$ cat src/rtl/animation_frame_sequencer_assert.svh
// Assertion macros for the animation frame sequencer RTL.
// Included by the modules that check their own control logic.
`ifndef ANIMATION_FRAME_SEQUENCER_ASSERT_SVH
`define ANIMATION_FRAME_SEQUENCER_ASSERT_SVH
`ifndef NO_ASSERTIONS
// same-cycle implication
`define AFS_ASSERT_SAME(label, clk, rstn, ante, cons, msg) \
    label: assert property (@(posedge clk) disable iff (!rstn) (ante) |-> (cons)) \
        else $error(msg);
// next-cycle implication
`define AFS_ASSERT_NEXT(label, clk, rstn, ante, cons, msg) \
    label: assert property (@(posedge clk) disable iff (!rstn) (ante) |=> (cons)) \
        else $error(msg);
`else
`define AFS_ASSERT_SAME(label, clk, rstn, ante, cons, msg)
`define AFS_ASSERT_NEXT(label, clk, rstn, ante, cons, msg)
`endif
`endif

$ cat src/rtl/afs_pkg.sv
`timescale 1ns / 1ps
// Shared widths, codes and types of the animation frame sequencer.
// No dependencies; used by afs_div and animation_frame_sequencer.
package afs_pkg;

    localparam int TIME_BITS  = 48;
    localparam int FRAME_BITS = 16;
    localparam int KIND_W     = 3;
    localparam int DUR_W      = 16;
    localparam int FCNT_W     = 16;
    localparam int THR_W      = 24;
    localparam int LEFT_W     = 25;
    localparam int LOOP_W     = 32;

    // shared divider: dividend covers leftover and frame + steps, divisor 16 bits
    localparam int DIV_W      = 26;
    localparam int DVS_W      = 16;
    localparam int DIV_CNT_W  = $clog2(DIV_W + 1);

    localparam int CFG_IDX_W  = 2;
    localparam int CFG_DATA_W = 24;

    localparam int IN_DATA_W  = ((TIME_BITS + FRAME_BITS + 7) / 8) * 8;
    localparam int OUT_RAW_W  = 1 + FRAME_BITS + LOOP_W + 1 + 1;
    localparam int OUT_DATA_W = ((OUT_RAW_W + 7) / 8) * 8;
    localparam int OUT_PAD_W  = OUT_DATA_W - OUT_RAW_W;

    localparam logic [KIND_W-1:0] KIND_TICK    = 3'd0;
    localparam logic [KIND_W-1:0] KIND_PLAY    = 3'd1;
    localparam logic [KIND_W-1:0] KIND_RESTART = 3'd2;
    localparam logic [KIND_W-1:0] KIND_PAUSE   = 3'd3;
    localparam logic [KIND_W-1:0] KIND_RESUME  = 3'd4;

    localparam logic [CFG_IDX_W-1:0] REG_DURATION  = 2'd0;
    localparam logic [CFG_IDX_W-1:0] REG_COUNT     = 2'd1;
    localparam logic [CFG_IDX_W-1:0] REG_LOOP_MODE = 2'd2;
    localparam logic [CFG_IDX_W-1:0] REG_THRESHOLD = 2'd3;

    localparam logic [DUR_W-1:0]  RST_DURATION  = 16'd100;
    localparam logic [FCNT_W-1:0] RST_COUNT     = 16'd1;
    localparam logic              RST_LOOP_MODE = 1'b1;
    localparam logic [THR_W-1:0]  RST_THRESHOLD = 24'd2000;

    typedef struct packed {
        logic             start;
        logic [DIV_W-1:0] dividend;
        logic [DVS_W-1:0] divisor;
    } afs_div_req_t;

    typedef struct packed {
        logic             done;
        logic [DIV_W-1:0] quot;
        logic [DVS_W-1:0] rem;
    } afs_div_rsp_t;

endpackage

$ cat src/rtl/animation_frame_sequencer.sv
`timescale 1ns / 1ps
// Each accepted event passes through ST_EXEC and ST_DONE before m_tvalid; a tick that
// adds time also passes ST_ACC, and a stepping tick waits in ST_DIV1 for a bit-serial
// division in the shared divider and, in loop mode, in ST_DIV2 for a second one.
// ST_DONE holds the result until the output register is free. One beat at a time:
// the next beat is taken once the result is registered and the state is back in idle.
// Synchronous active-low reset restores 100 ms / 1 frame / loop / 2000 ms and leaves no clip loaded.
// Depends on afs_pkg, afs_div and animation_frame_sequencer_assert.svh.
`include "animation_frame_sequencer_assert.svh"
module animation_frame_sequencer import afs_pkg::*; (
    input  logic                  aclk,
    input  logic                  aresetn,
    input  logic                  s_tvalid,
    output logic                  s_tready,
    input  logic [IN_DATA_W-1:0]  s_tdata,   // now_ms[47:0], start_frame[63:48]
    input  logic [KIND_W-1:0]     s_tuser,   // kind[2:0]
    output logic                  m_tvalid,
    input  logic                  m_tready,
    // frame_changed[0], frame_index[16:1], loop_count[48:17], finished[49],
    // paused[50], zero fill[55:51]
    output logic [OUT_DATA_W-1:0] m_tdata,
    input  logic                  cfg_valid,
    output logic                  cfg_ready,
    input  logic [CFG_IDX_W-1:0]  cfg_index,
    input  logic [CFG_DATA_W-1:0] cfg_data
);

    localparam logic [2:0] ST_IDLE = 3'd0;
    localparam logic [2:0] ST_EXEC = 3'd1;
    localparam logic [2:0] ST_ACC  = 3'd2;
    localparam logic [2:0] ST_DIV1 = 3'd3;
    localparam logic [2:0] ST_DIV2 = 3'd4;
    localparam logic [2:0] ST_DONE = 3'd5;

    logic [2:0]            state_reg, state_next;

    logic [DUR_W-1:0]      dur_reg, dur_next;
    logic [FCNT_W-1:0]     fcnt_reg, fcnt_next;
    logic                  loop_reg, loop_next;
    logic [THR_W-1:0]      thr_reg, thr_next;

    logic                  loaded_reg, loaded_next;
    logic                  paused_reg, paused_next;
    logic                  finished_reg, finished_next;
    logic [FRAME_BITS-1:0] cur_frame_reg, cur_frame_next;
    logic [LOOP_W-1:0]     loops_reg, loops_next;
    logic [LEFT_W-1:0]     leftover_reg, leftover_next;
    logic [TIME_BITS-1:0]  last_time_reg, last_time_next;

    logic [KIND_W-1:0]     kind_reg, kind_next;
    logic [TIME_BITS-1:0]  now_reg, now_next;
    logic [FRAME_BITS-1:0] start_reg, start_next;
    logic [FRAME_BITS-1:0] prev_frame_reg, prev_frame_next;
    logic [TIME_BITS-1:0]  delta_reg, delta_next;

    logic                  m_tvalid_reg, m_tvalid_next;
    logic [OUT_DATA_W-1:0] m_tdata_reg, m_tdata_next;

    logic [DUR_W-1:0]      dur_eff;
    logic [FCNT_W-1:0]     cnt_eff;
    logic [FCNT_W-1:0]     last_frame;
    logic [FRAME_BITS-1:0] restart_sel;
    logic [FRAME_BITS-1:0] restart_frame;
    logic [THR_W-1:0]      delta_capped;
    logic [LEFT_W:0]       left_sum;
    logic [LEFT_W-1:0]     left_new;
    logic [DIV_W-1:0]      abs_frame;
    logic                  changed;

    afs_div_req_t          div_req;
    afs_div_rsp_t          div_rsp;

    afs_div u_div (
        .aclk    (aclk),
        .aresetn (aresetn),
        .req     (div_req),
        .rsp     (div_rsp)
    );

    always_comb begin
        dur_eff       = (dur_reg == '0) ? DUR_W'(1) : dur_reg;
        cnt_eff       = (fcnt_reg == '0) ? FCNT_W'(1) : fcnt_reg;
        last_frame    = cnt_eff - FCNT_W'(1);
        restart_sel   = (kind_reg == KIND_PLAY) ? '0 : start_reg;
        restart_frame = (restart_sel > last_frame) ? last_frame : restart_sel;
        // a jump past the threshold counts as one frame duration
        delta_capped  = (delta_reg > TIME_BITS'(thr_reg)) ? THR_W'(dur_eff)
                                                          : delta_reg[THR_W-1:0];
        left_sum      = (LEFT_W + 1)'(leftover_reg) + (LEFT_W + 1)'(delta_capped);
        left_new      = left_sum[LEFT_W-1:0];
        abs_frame     = DIV_W'(cur_frame_reg) + div_rsp.quot;
        changed       = (kind_reg == KIND_TICK) && (cur_frame_reg != prev_frame_reg);
    end

    always_comb begin
        state_next      = state_reg;
        dur_next        = dur_reg;
        fcnt_next       = fcnt_reg;
        loop_next       = loop_reg;
        thr_next        = thr_reg;
        loaded_next     = loaded_reg;
        paused_next     = paused_reg;
        finished_next   = finished_reg;
        cur_frame_next  = cur_frame_reg;
        loops_next      = loops_reg;
        leftover_next   = leftover_reg;
        last_time_next  = last_time_reg;
        kind_next       = kind_reg;
        now_next        = now_reg;
        start_next      = start_reg;
        prev_frame_next = prev_frame_reg;
        delta_next      = delta_reg;
        m_tvalid_next   = m_tvalid_reg;
        m_tdata_next    = m_tdata_reg;

        div_req.start    = 1'b0;
        div_req.dividend = (state_reg == ST_DIV1) ? abs_frame : DIV_W'(left_new);
        div_req.divisor  = (state_reg == ST_DIV1) ? DVS_W'(cnt_eff) : DVS_W'(dur_eff);

        if (m_tvalid_reg && m_tready) begin
            m_tvalid_next = 1'b0;
        end

        if (cfg_valid) begin
            unique case (cfg_index)
                REG_DURATION:  dur_next  = cfg_data[DUR_W-1:0];
                REG_COUNT:     fcnt_next = cfg_data[FCNT_W-1:0];
                REG_LOOP_MODE: loop_next = cfg_data[0];
                REG_THRESHOLD: thr_next  = cfg_data[THR_W-1:0];
                default: ;
            endcase
        end

        unique case (state_reg)
            ST_IDLE: begin
                if (s_tvalid) begin
                    kind_next       = s_tuser;
                    now_next        = s_tdata[TIME_BITS-1:0];
                    start_next      = s_tdata[TIME_BITS +: FRAME_BITS];
                    prev_frame_next = cur_frame_reg;
                    state_next      = ST_EXEC;
                end
            end
            ST_EXEC: begin
                state_next = ST_DONE;
                unique case (kind_reg)
                    KIND_TICK: begin
                        if (loaded_reg && !paused_reg && !finished_reg) begin
                            last_time_next = now_reg;
                            if (now_reg > last_time_reg) begin
                                delta_next = now_reg - last_time_reg;
                                state_next = ST_ACC;
                            end
                        end
                    end
                    KIND_PLAY, KIND_RESTART: begin
                        if (kind_reg == KIND_RESTART || !loaded_reg) begin
                            loaded_next    = 1'b1;
                            cur_frame_next = restart_frame;
                            loops_next     = '0;
                            leftover_next  = '0;
                            finished_next  = 1'b0;
                            last_time_next = now_reg;
                        end
                    end
                    KIND_PAUSE: paused_next = 1'b1;
                    KIND_RESUME: begin
                        if (paused_reg) begin
                            paused_next    = 1'b0;
                            last_time_next = now_reg;
                            leftover_next  = '0;
                        end
                    end
                    default: ;
                endcase
            end
            ST_ACC: begin
                if (left_new >= LEFT_W'(dur_eff)) begin
                    div_req.start = 1'b1;
                    state_next    = ST_DIV1;
                end else begin
                    leftover_next = left_new;
                    state_next    = ST_DONE;
                end
            end
            ST_DIV1: begin
                if (div_rsp.done) begin
                    leftover_next = LEFT_W'(div_rsp.rem);
                    if (loop_reg) begin
                        div_req.start = 1'b1;
                        state_next    = ST_DIV2;
                    end else begin
                        if (abs_frame >= DIV_W'(cnt_eff)) begin
                            cur_frame_next = last_frame;
                            finished_next  = 1'b1;
                        end else begin
                            cur_frame_next = abs_frame[FRAME_BITS-1:0];
                        end
                        state_next = ST_DONE;
                    end
                end
            end
            ST_DIV2: begin
                if (div_rsp.done) begin
                    loops_next     = loops_reg + LOOP_W'(div_rsp.quot);
                    cur_frame_next = div_rsp.rem;
                    state_next     = ST_DONE;
                end
            end
            ST_DONE: begin
                // wait for the output register to free up
                if (!m_tvalid_reg || m_tready) begin
                    m_tvalid_next = 1'b1;
                    m_tdata_next  = {{OUT_PAD_W{1'b0}}, paused_reg, finished_reg,
                                     loops_reg, cur_frame_reg, changed};
                    state_next    = ST_IDLE;
                end
            end
            default: state_next = ST_IDLE;
        endcase
    end

    always_ff @(posedge aclk) begin
        if (!aresetn) begin
            state_reg     <= ST_IDLE;
            dur_reg       <= RST_DURATION;
            fcnt_reg      <= RST_COUNT;
            loop_reg      <= RST_LOOP_MODE;
            thr_reg       <= RST_THRESHOLD;
            loaded_reg    <= 1'b0;
            paused_reg    <= 1'b0;
            finished_reg  <= 1'b0;
            cur_frame_reg <= '0;
            loops_reg     <= '0;
            leftover_reg  <= '0;
            last_time_reg <= '0;
            m_tvalid_reg  <= 1'b0;
        end else begin
            state_reg     <= state_next;
            dur_reg       <= dur_next;
            fcnt_reg      <= fcnt_next;
            loop_reg      <= loop_next;
            thr_reg       <= thr_next;
            loaded_reg    <= loaded_next;
            paused_reg    <= paused_next;
            finished_reg  <= finished_next;
            cur_frame_reg <= cur_frame_next;
            loops_reg     <= loops_next;
            leftover_reg  <= leftover_next;
            last_time_reg <= last_time_next;
            m_tvalid_reg  <= m_tvalid_next;
        end
        kind_reg       <= kind_next;
        now_reg        <= now_next;
        start_reg      <= start_next;
        prev_frame_reg <= prev_frame_next;
        delta_reg      <= delta_next;
        m_tdata_reg    <= m_tdata_next;
    end

    assign s_tready  = (state_reg == ST_IDLE);
    assign m_tvalid  = m_tvalid_reg;
    assign m_tdata   = m_tdata_reg;
    assign cfg_ready = 1'b1;

    `AFS_ASSERT_SAME(a_div_done_in_wait, aclk, aresetn, div_rsp.done, state_reg == ST_DIV1 || state_reg == ST_DIV2, "divider finished outside a wait state")
    `AFS_ASSERT_NEXT(a_accept_to_exec, aclk, aresetn, s_tvalid && s_tready, state_reg == ST_EXEC, "accepted beat did not start execution")
    `AFS_ASSERT_SAME(a_finished_loaded, aclk, aresetn, finished_reg, loaded_reg, "finished flag without a loaded clip")
    `AFS_ASSERT_NEXT(a_leftover_below_dur, aclk, aresetn, state_reg == ST_DIV1 && div_rsp.done, leftover_reg < LEFT_W'(dur_eff), "leftover not below frame duration")

endmodule

$ cat src/rtl/afs_div.sv
`timescale 1ns / 1ps
// Bit-serial restoring divider, one quotient bit per cycle.
// Depends on afs_pkg for widths and the request/response structs.
module afs_div import afs_pkg::*; (
    input  logic         aclk,
    input  logic         aresetn,
    input  afs_div_req_t req,
    output afs_div_rsp_t rsp
);

    logic                 busy_reg, busy_next;
    logic                 done_reg, done_next;
    logic [DIV_CNT_W-1:0] cnt_reg, cnt_next;
    logic [DIV_W-1:0]     quo_reg, quo_next;
    logic [DVS_W-1:0]     rem_reg, rem_next;
    logic [DVS_W-1:0]     dvs_reg, dvs_next;
    logic [DVS_W:0]       trial;
    logic [DVS_W:0]       diff;
    logic                 fits;

    always_comb begin
        trial     = {rem_reg, quo_reg[DIV_W-1]};
        diff      = trial - {1'b0, dvs_reg};
        fits      = trial >= {1'b0, dvs_reg};
        busy_next = busy_reg;
        done_next = 1'b0;
        cnt_next  = cnt_reg;
        quo_next  = quo_reg;
        rem_next  = rem_reg;
        dvs_next  = dvs_reg;
        if (req.start) begin
            busy_next = 1'b1;
            cnt_next  = DIV_CNT_W'(DIV_W);
            quo_next  = req.dividend;
            rem_next  = '0;
            dvs_next  = req.divisor;
        end else if (busy_reg) begin
            // dividend shifts out the top while quotient bits shift in below
            rem_next = fits ? diff[DVS_W-1:0] : trial[DVS_W-1:0];
            quo_next = {quo_reg[DIV_W-2:0], fits};
            cnt_next = cnt_reg - DIV_CNT_W'(1);
            if (cnt_reg == DIV_CNT_W'(1)) begin
                busy_next = 1'b0;
                done_next = 1'b1;
            end
        end
    end

    always_ff @(posedge aclk) begin
        if (!aresetn) begin
            busy_reg <= 1'b0;
            done_reg <= 1'b0;
            cnt_reg  <= '0;
        end else begin
            busy_reg <= busy_next;
            done_reg <= done_next;
            cnt_reg  <= cnt_next;
        end
        quo_reg <= quo_next;
        rem_reg <= rem_next;
        dvs_reg <= dvs_next;
    end

    assign rsp.done = done_reg;
    assign rsp.quot = quo_reg;
    assign rsp.rem  = rem_reg;

endmodule

$ cat config.mk
export PLATFORM = sky130hd
export DESIGN_NAME = animation_frame_sequencer
export DESIGN_NICKNAME = d
export VERILOG_FILES = /design/src/rtl/afs_pkg.sv /design/src/rtl/animation_frame_sequencer.sv /design/src/rtl/afs_div.sv
export VERILOG_INCLUDE_DIRS = /design/src /design/src/rtl
export SDC_FILE = /design/constraint.sdc
export NUM_CORES = 1
export LEC_CHECK = 0
export BUFFER_PORTS_ARGS = -buffer_cell sky130_fd_sc_hd__buf_2
export CAP_MARGIN = 20
export CORE_ASPECT_RATIO = 1.1
export CORE_MARGIN = 5
export CORE_UTILIZATION = 60
export DETAILED_ROUTE_END_ITERATION = 8
export PLACE_DENSITY = 0.86
export SLEW_MARGIN = 20
export SYNTH_ARGS = -nofsm -noshare
export SYNTH_HDL_FRONTEND = slang
export SYNTH_HIERARCHICAL = 1
export SYNTH_SLANG_ARGS = --single-unit
export TNS_END_PERCENT = 10
$ cat constraint.sdc
create_clock -name aclk -period 19.6 [get_ports aclk]
set_input_delay 3.92 -clock aclk [delete_from_list [all_inputs] [get_ports aclk]]
set_output_delay 3.92 -clock aclk [all_outputs]
set_load 0.02 [all_outputs]
==> results of run 1 <==
-- worst max-delay path by stage --
stage,start,endpoint,slack [ns],depth (start not counted)
final,delta_reg[1],u_div/quo_reg[0],10.92,31
after global routing,delta_reg[1],u_div/rem_reg[10],10.10,32
after CTS,delta_reg[1],u_div/quo_reg[9],11.01,31
after detailed placement,delta_reg[1],u_div/quo_reg[24],11.01,31
after global placement,delta_reg[1],u_div/quo_reg[20],11.30,31
after floorplan,delta_reg[1],u_div/quo_reg[10],11.84,34
-- cell type report --
type	count	area [µm²]	area share, %
well taps	574	718	2.49
flip-flops and latches	432	10900	37.7
clock buffers	52	1240	4.28
clock inverters	33	403	1.40
repair buffers	165	863	2.99
multi-input cells	2010	14000	48.6
inverters	192	723	2.51
-- where the power goes --
group	switching [µW]	leakage (µW)	total (µW)	internal [µW]
combinational	815	0.00722	1320	506
clock	374	0.000786	937	562
sequential	129	0.00377	1250	1120
total	1320	0.0118	3510	2190
-- layer usage --
metal	global-route usage, %	share of wire (%)	up-vias
met2	48.7	49	822
met4	12.2	5.1	0
met5	0	0	-
li1	-	-	10100
met1	34.3	39	10200
met3	3.84	6.4	185
-- critical path: cells and delay by family (launching register included) --
kind / cells / cell delay, ns
mux: 1 / 0.41
compound gates: 17 / 3.30
simple gates: 6 / 1.41
xor+xnor: 1 / 0.26
buf+inv: 3 / 1.39
fa+ha+maj: 3 / 1.06
flops: 1 / 0.40
-- per-stage QoR --
step / utilization (%) / area (µm²) / instances / hold WS (ns)
global route: 66.7 / 28900 / 3458 / 0.483
floorplan: - / 26100 / 2747 / 0.423
CTS: 66.7 / 28800 / 3458 / 0.459
detailed placement: 62.9 / 27200 / 3373 / 0.449
finish: 66.7 / 28900 / 3458 / 0.456
global placement: 62.9 / 27200 / 3373 / 0.444
-- placed cells by master, fill, tap and decap left out, types with 22 or more instances in the layout --
master	count
and3_1	35
clkbuf_16	48
and2_1	23
o21ai_0	108
nand4_1	26
nand3_1	62
inv_1	189
dfxtp_1	208
nor4_1	23
a21o_1	67
nor2_1	192
ha_1	205
buf_2	150
nor3_1	29
nand2b_1	28
mux2_2	41
xnor2_1	102
o211ai_1	29
xor2_1	51
mux2i_1	60
a21oi_1	212
edfxtp_1	224
nor2b_1	22
nand2_1	317
a22oi_1	33
-- logic make-up (layout without fill, tap and decap cells) --
logic type	after synthesis	in the layout	synth area share, %
AOI/OAI and AO/OA	700	700	18.6
and+or+nand+nor	837	837	15.2
other	2	6	0.0288
adders and majority gates	211	211	10.2
muxes	103	103	4.16
buffers and inverters	305	442	4.92
xor gates and xnor gates	153	153	5.13
DFF	432	432	41.7
==> results.tsv, run 1 <==
metric	value	unit
IO Pins	157	
fill cell count	3398	
sequential share of the synthesized area	41.7	%
core area	43200	µm²
Worst R2R Start	delta_reg[1]	
largest stage delay on the critical path	0.70	ns
Req. time, crit path	19.74	ns
DR pass1 iterations	6	
area leader, netlist	edfxtp_1	
Final nets	3155	
dominant cells by area after synthesis	edfxtp_1 (26%), dfxtp_1 (16%), ha_1 (9.8%), nand2_1 (4.6%), a21oi_1 (4.1%)	
DP HPWL	52100	µm
total CTS buffers	46	
layout cells sized above 1	13.4	%
final setup fails	0	
total wire length	68800	µm
IO buf count	150	
global-route wire length before repair	109000	µm
DIE HEIGHT	229	µm
Slew HR	29.9	%
largest net degree at the start of global routing	75	
# rows	80	
worst vdd ir	139	µV
Sink Count	432	
Critical Path AT	8.83	ns
CTS Buffer Depth	3	
syn_area_per_cell	9.52	µm²
All-Layer GR Usage	27.8	%
Die ar.	47800	µm²
root buffer cell	clkbuf_16	
clock-pin slew on the worst setup and hold paths	0.06	ns
max cap viols	0	
max reg flops	51	
final worst path period need	8.68	ns
Post-CTS Hold Buffers	0	
EDFF count, synth	224	
Fin Setup TNS	0	ns
Skew-Pair Late Insertion Delay	0.59	ns
per-cell routed wire length	19.9	µm
Pwr Total	3510	µW
Most used DFF post-synth	edfxtp_1	
Worst Min Path Start	thr_reg[18]	
post-synthesis cell count	2743	
type of the worst setup path	flop to flop	
Final Hold Vio Count	0	
Crit Reg-Reg Endpoint	u_div/quo_reg[0]	
count leader, synth	nand2_1	
Post-CTS Resized	0	
CTS tree	built	
top cell type's share of synthesized area	25.8	%
CP max stage cell	inv_1	
R2R depth	31	
Overflow after GRT	0	
Starting Density	60.4	%
CP Launch Type	flop	
crit path capture type	flop	
Worst Tran Pin Value	1.05	ns
Area Overhead vs Synth	10.5	%
Most common cell on crit path	o21ai_0	
DP Worst Slack	11.01	ns
diode count	0	
most frequent cells after synthesis	nand2_1 (320), edfxtp_1 (224), a21oi_1 (212), dfxtp_1 (208), ha_1 (205)	
Synth cell types	114	
remaining antenna violation count	0	
synthesized flop and latch total	432	
final worst path period share	44.3	%
skew final	0.0250	ns
Post-CTS Setup Repair Bufs	0	
WHS Path Cells	2	
post-layout worst setup margin	10.92	ns
status	finished clean	
synth warn	6	
drc violations	0	
Synth Cell Area	26100	µm²
Hold WC Path Type	flop to flop	
via count	21300	
fraction of registers with async set/reset	0	%
drt first-iter violations	1714	
power per cell area	122	nW/µm²
reg2reg setup slack	10.92	ns
vias in the first global route	20700	
initial antenna violation count	0	
Die Wd	209	µm
hold path endpoint	thr_reg[18]	
RD Place Congestion	0.934	
H-tree depth	2	
Leakage	0.0118	µW
RSZ-0062 raised after global routing	false	
Vias/cell	6.17	
Pins Over Slew Limit	0	
largest fanout on the critical path	56	
Fmax	0.115	GHz
(Power assumes the default switching activity.)
==> run 2, diff against run 1 <==
--- a/config.mk
+++ b/config.mk
@@ -10,9 +10,9 @@
 export CAP_MARGIN = 20
 export CORE_ASPECT_RATIO = 1.1
 export CORE_MARGIN = 5
-export CORE_UTILIZATION = 60
+export CORE_UTILIZATION = 56
 export DETAILED_ROUTE_END_ITERATION = 8
-export PLACE_DENSITY = 0.86
+export PLACE_DENSITY = 0.84
 export SLEW_MARGIN = 20
 export SYNTH_ARGS = -nofsm -noshare
 export SYNTH_HDL_FRONTEND = slang
==> constraint.sdc (replaced) <==
create_clock -name aclk -period 7.4 [get_ports aclk]
set_input_delay 1.48 -clock aclk [delete_from_list [all_inputs] [get_ports aclk]]
set_output_delay 1.48 -clock aclk [all_outputs]
set_load 0.02 [all_outputs]
==> results.tsv, run 2 (synthesis results as in run 1) <==
metric	value	unit
status	finished clean	
Post-CTS Setup Repair Bufs	0	
final worst path period need	6.98	ns
fill cell count	3781	
diode count	0	
most frequent cells in the layout	nand2_1 (317), edfxtp_1 (224), a21oi_1 (212)	
drt first-iter violations	1647	
max reg flops	51	
Sink Count	432	
power per cell area	314	nW/µm²
largest stage delay on the critical path	0.45	ns
# rows	83	
Post-CTS Resized	0	
reg2reg setup slack	0.42	ns
skew final	0.0123	ns
DIE HEIGHT	237	µm
commonest non-fill, non-tap cell in the layout	nand2_1	
layout cells sized above 1	13.1	%
initial antenna violation count	0	
root buffer cell	clkbuf_16	
vias in the first global route	20500	
Req. time, crit path	7.73	ns
CTS tree	built	
R2R depth	30	
max cap viols	0	
total CTS buffers	43	
via count	21100	
Pins Over Slew Limit	0	
DR pass1 iterations	8	
final worst path period share	94.4	%
Starting Density	56.3	%
Most common cell on crit path	o21ai_0	
Crit Reg-Reg Endpoint	u_div/quo_reg[21]	
Post-CTS Hold Buffers	0	
drc violations	0	
Clock Power Share	24.1	%
H-tree depth	2	
Pint	5570	µW
area of the multi-input gates	14000	µm²
IO Pins	157	
FF/Latch Area	10900	µm²
RSZ-0062 raised after global routing	false	
Area Overhead vs Synth	9.97	%
Die ar.	51100	µm²
CTS Buffer Depth	3	
Critical Path AT	7.31	ns
per-cell routed wire length	19.9	µm
Worst R2R Start	delta_reg[1]	
Final nets	3156	
Pwr Total	9030	µW
clock-pin slew on the worst setup and hold paths	0.06	ns
RD Place Congestion	0.987	
Hold WC Path Type	flop to flop	
Overflow after GRT	0	
Worst Tran Pin Value	1.02	ns
WHS Path Cells	2	
Final Hold Vio Count	0	
Vias/cell	6.05	
Die Wd	216	µm
IO buf count	150	
remaining antenna violation count	0	
Fmax	0.143	GHz
largest fanout on the critical path	36	
Sw Ratio	38.3	%
core area	46400	µm²
hold path endpoint	thr_reg[15]	
Seq pwr share	37.1	%
largest net degree at the start of global routing	84	
total wire length	69300	µm
final setup fails	0	
combinational cell fraction of total power	38.9	%
Leakage	0.0117	µW
Skew-Pair Late Insertion Delay	0.58	ns
Slew HR	31.2	%
CP Launch Type	flop	
worst vdd ir	238	µV
fin util	61.9	%
crit path capture type	flop	
global-route wire length before repair	109000	µm
All-Layer GR Usage	26.2	%
type of the worst setup path	flop to flop	
P_sw	3460	µW
CP max stage cell	fa_1	
Worst Min Path Start	thr_reg[15]	
DP HPWL	52500	µm
==> run 2: cell types whose count changed in the layout (fill, tap and decap cells not counted), moves of 2 or more <==
cell / delta
clkbuf_1: +11
bufinv_16: -5
clkinvlp_4: -5
clkbuf_16: -4
buf_6: +3
clkinv_2: -2
==> run 2: layout make-up <==
cell class	instances	area share [%]
timing repair buffer	169	3.26
clock inverter	20	0.693
tap	595	2.59
multi-input combinational	2010	48.9
clock buffer	60	4.15
sequential	432	37.9
inverter	192	2.52
==> run 2: metrics by stage <==
| stage | setup TNS (ns) | cell area (µm²) | worst slack, ns | hold slack [ns] | std cells |
|---|---|---|---|---|---|
| 4_1_cts | 0 | 28600 | 0.146 | 0.459 | 3477 |
| 2_1_floorplan | -0.0483 | 26100 | -0.00537 | 0.423 | 2747 |
| 3_5_place_dp | 0 | 27300 | 0.167 | 0.450 | 3397 |
| 5_1_grt | 0 | 28700 | 0.0143 | 0.471 | 3478 |
| 6_report | 0 | 28700 | 0.418 | 0.461 | 3478 |
| 3_3_place_gp | 0 | 27300 | 0.349 | 0.445 | 3397 |
==> run 2: critical path: cells and delay by family (launching register included) <==
family	cells	cell delay, ns
AOI/OAI and AO/OA	17	3.18
xor gates and xnor gates	1	0.22
adders and majority gates	3	1.09
buffers and inverters	2	0.44
DFF	1	0.40
muxes	2	0.76
and+or+nand+nor	5	0.64
==> run 2: per-layer routing <==
layer | vias to the layer above | GRT usage (%) | routed length, µm
li1 | 10100 | - | -
met3 | 166 | 3.63 | 4010
met2 | 735 | 46.1 | 34400
met5 | - | 0 | 0
met1 | 10000 | 32.7 | 28200
met4 | 0 | 9.87 | 2810
==> run 2: power by group through the flow <==
stage               combinational [µW]  sequential, µW  clock [µW]
finish                            3510            3350        2170
global route                      3850            3370        2310
CTS                               3430            3340        2210
detailed placement                3410            3390           0
global placement                  3320            3370           0
floorplan                         2660            3230           0
==> run 2: how the worst max path moves through the flow <==
stage,start,to,slack [ns],cells after the start
floorplan,delta_reg[1],u_div/quo_reg[16],-0.005,34
global placement,delta_reg[1],u_div/quo_reg[1],0.35,31
detailed placement,delta_reg[1],u_div/quo_reg[0],0.17,31
CTS,delta_reg[1],u_div/quo_reg[0],0.15,31
global route,delta_reg[1],u_div/quo_reg[18],0.01,32
finish,delta_reg[1],u_div/quo_reg[21],0.42,30
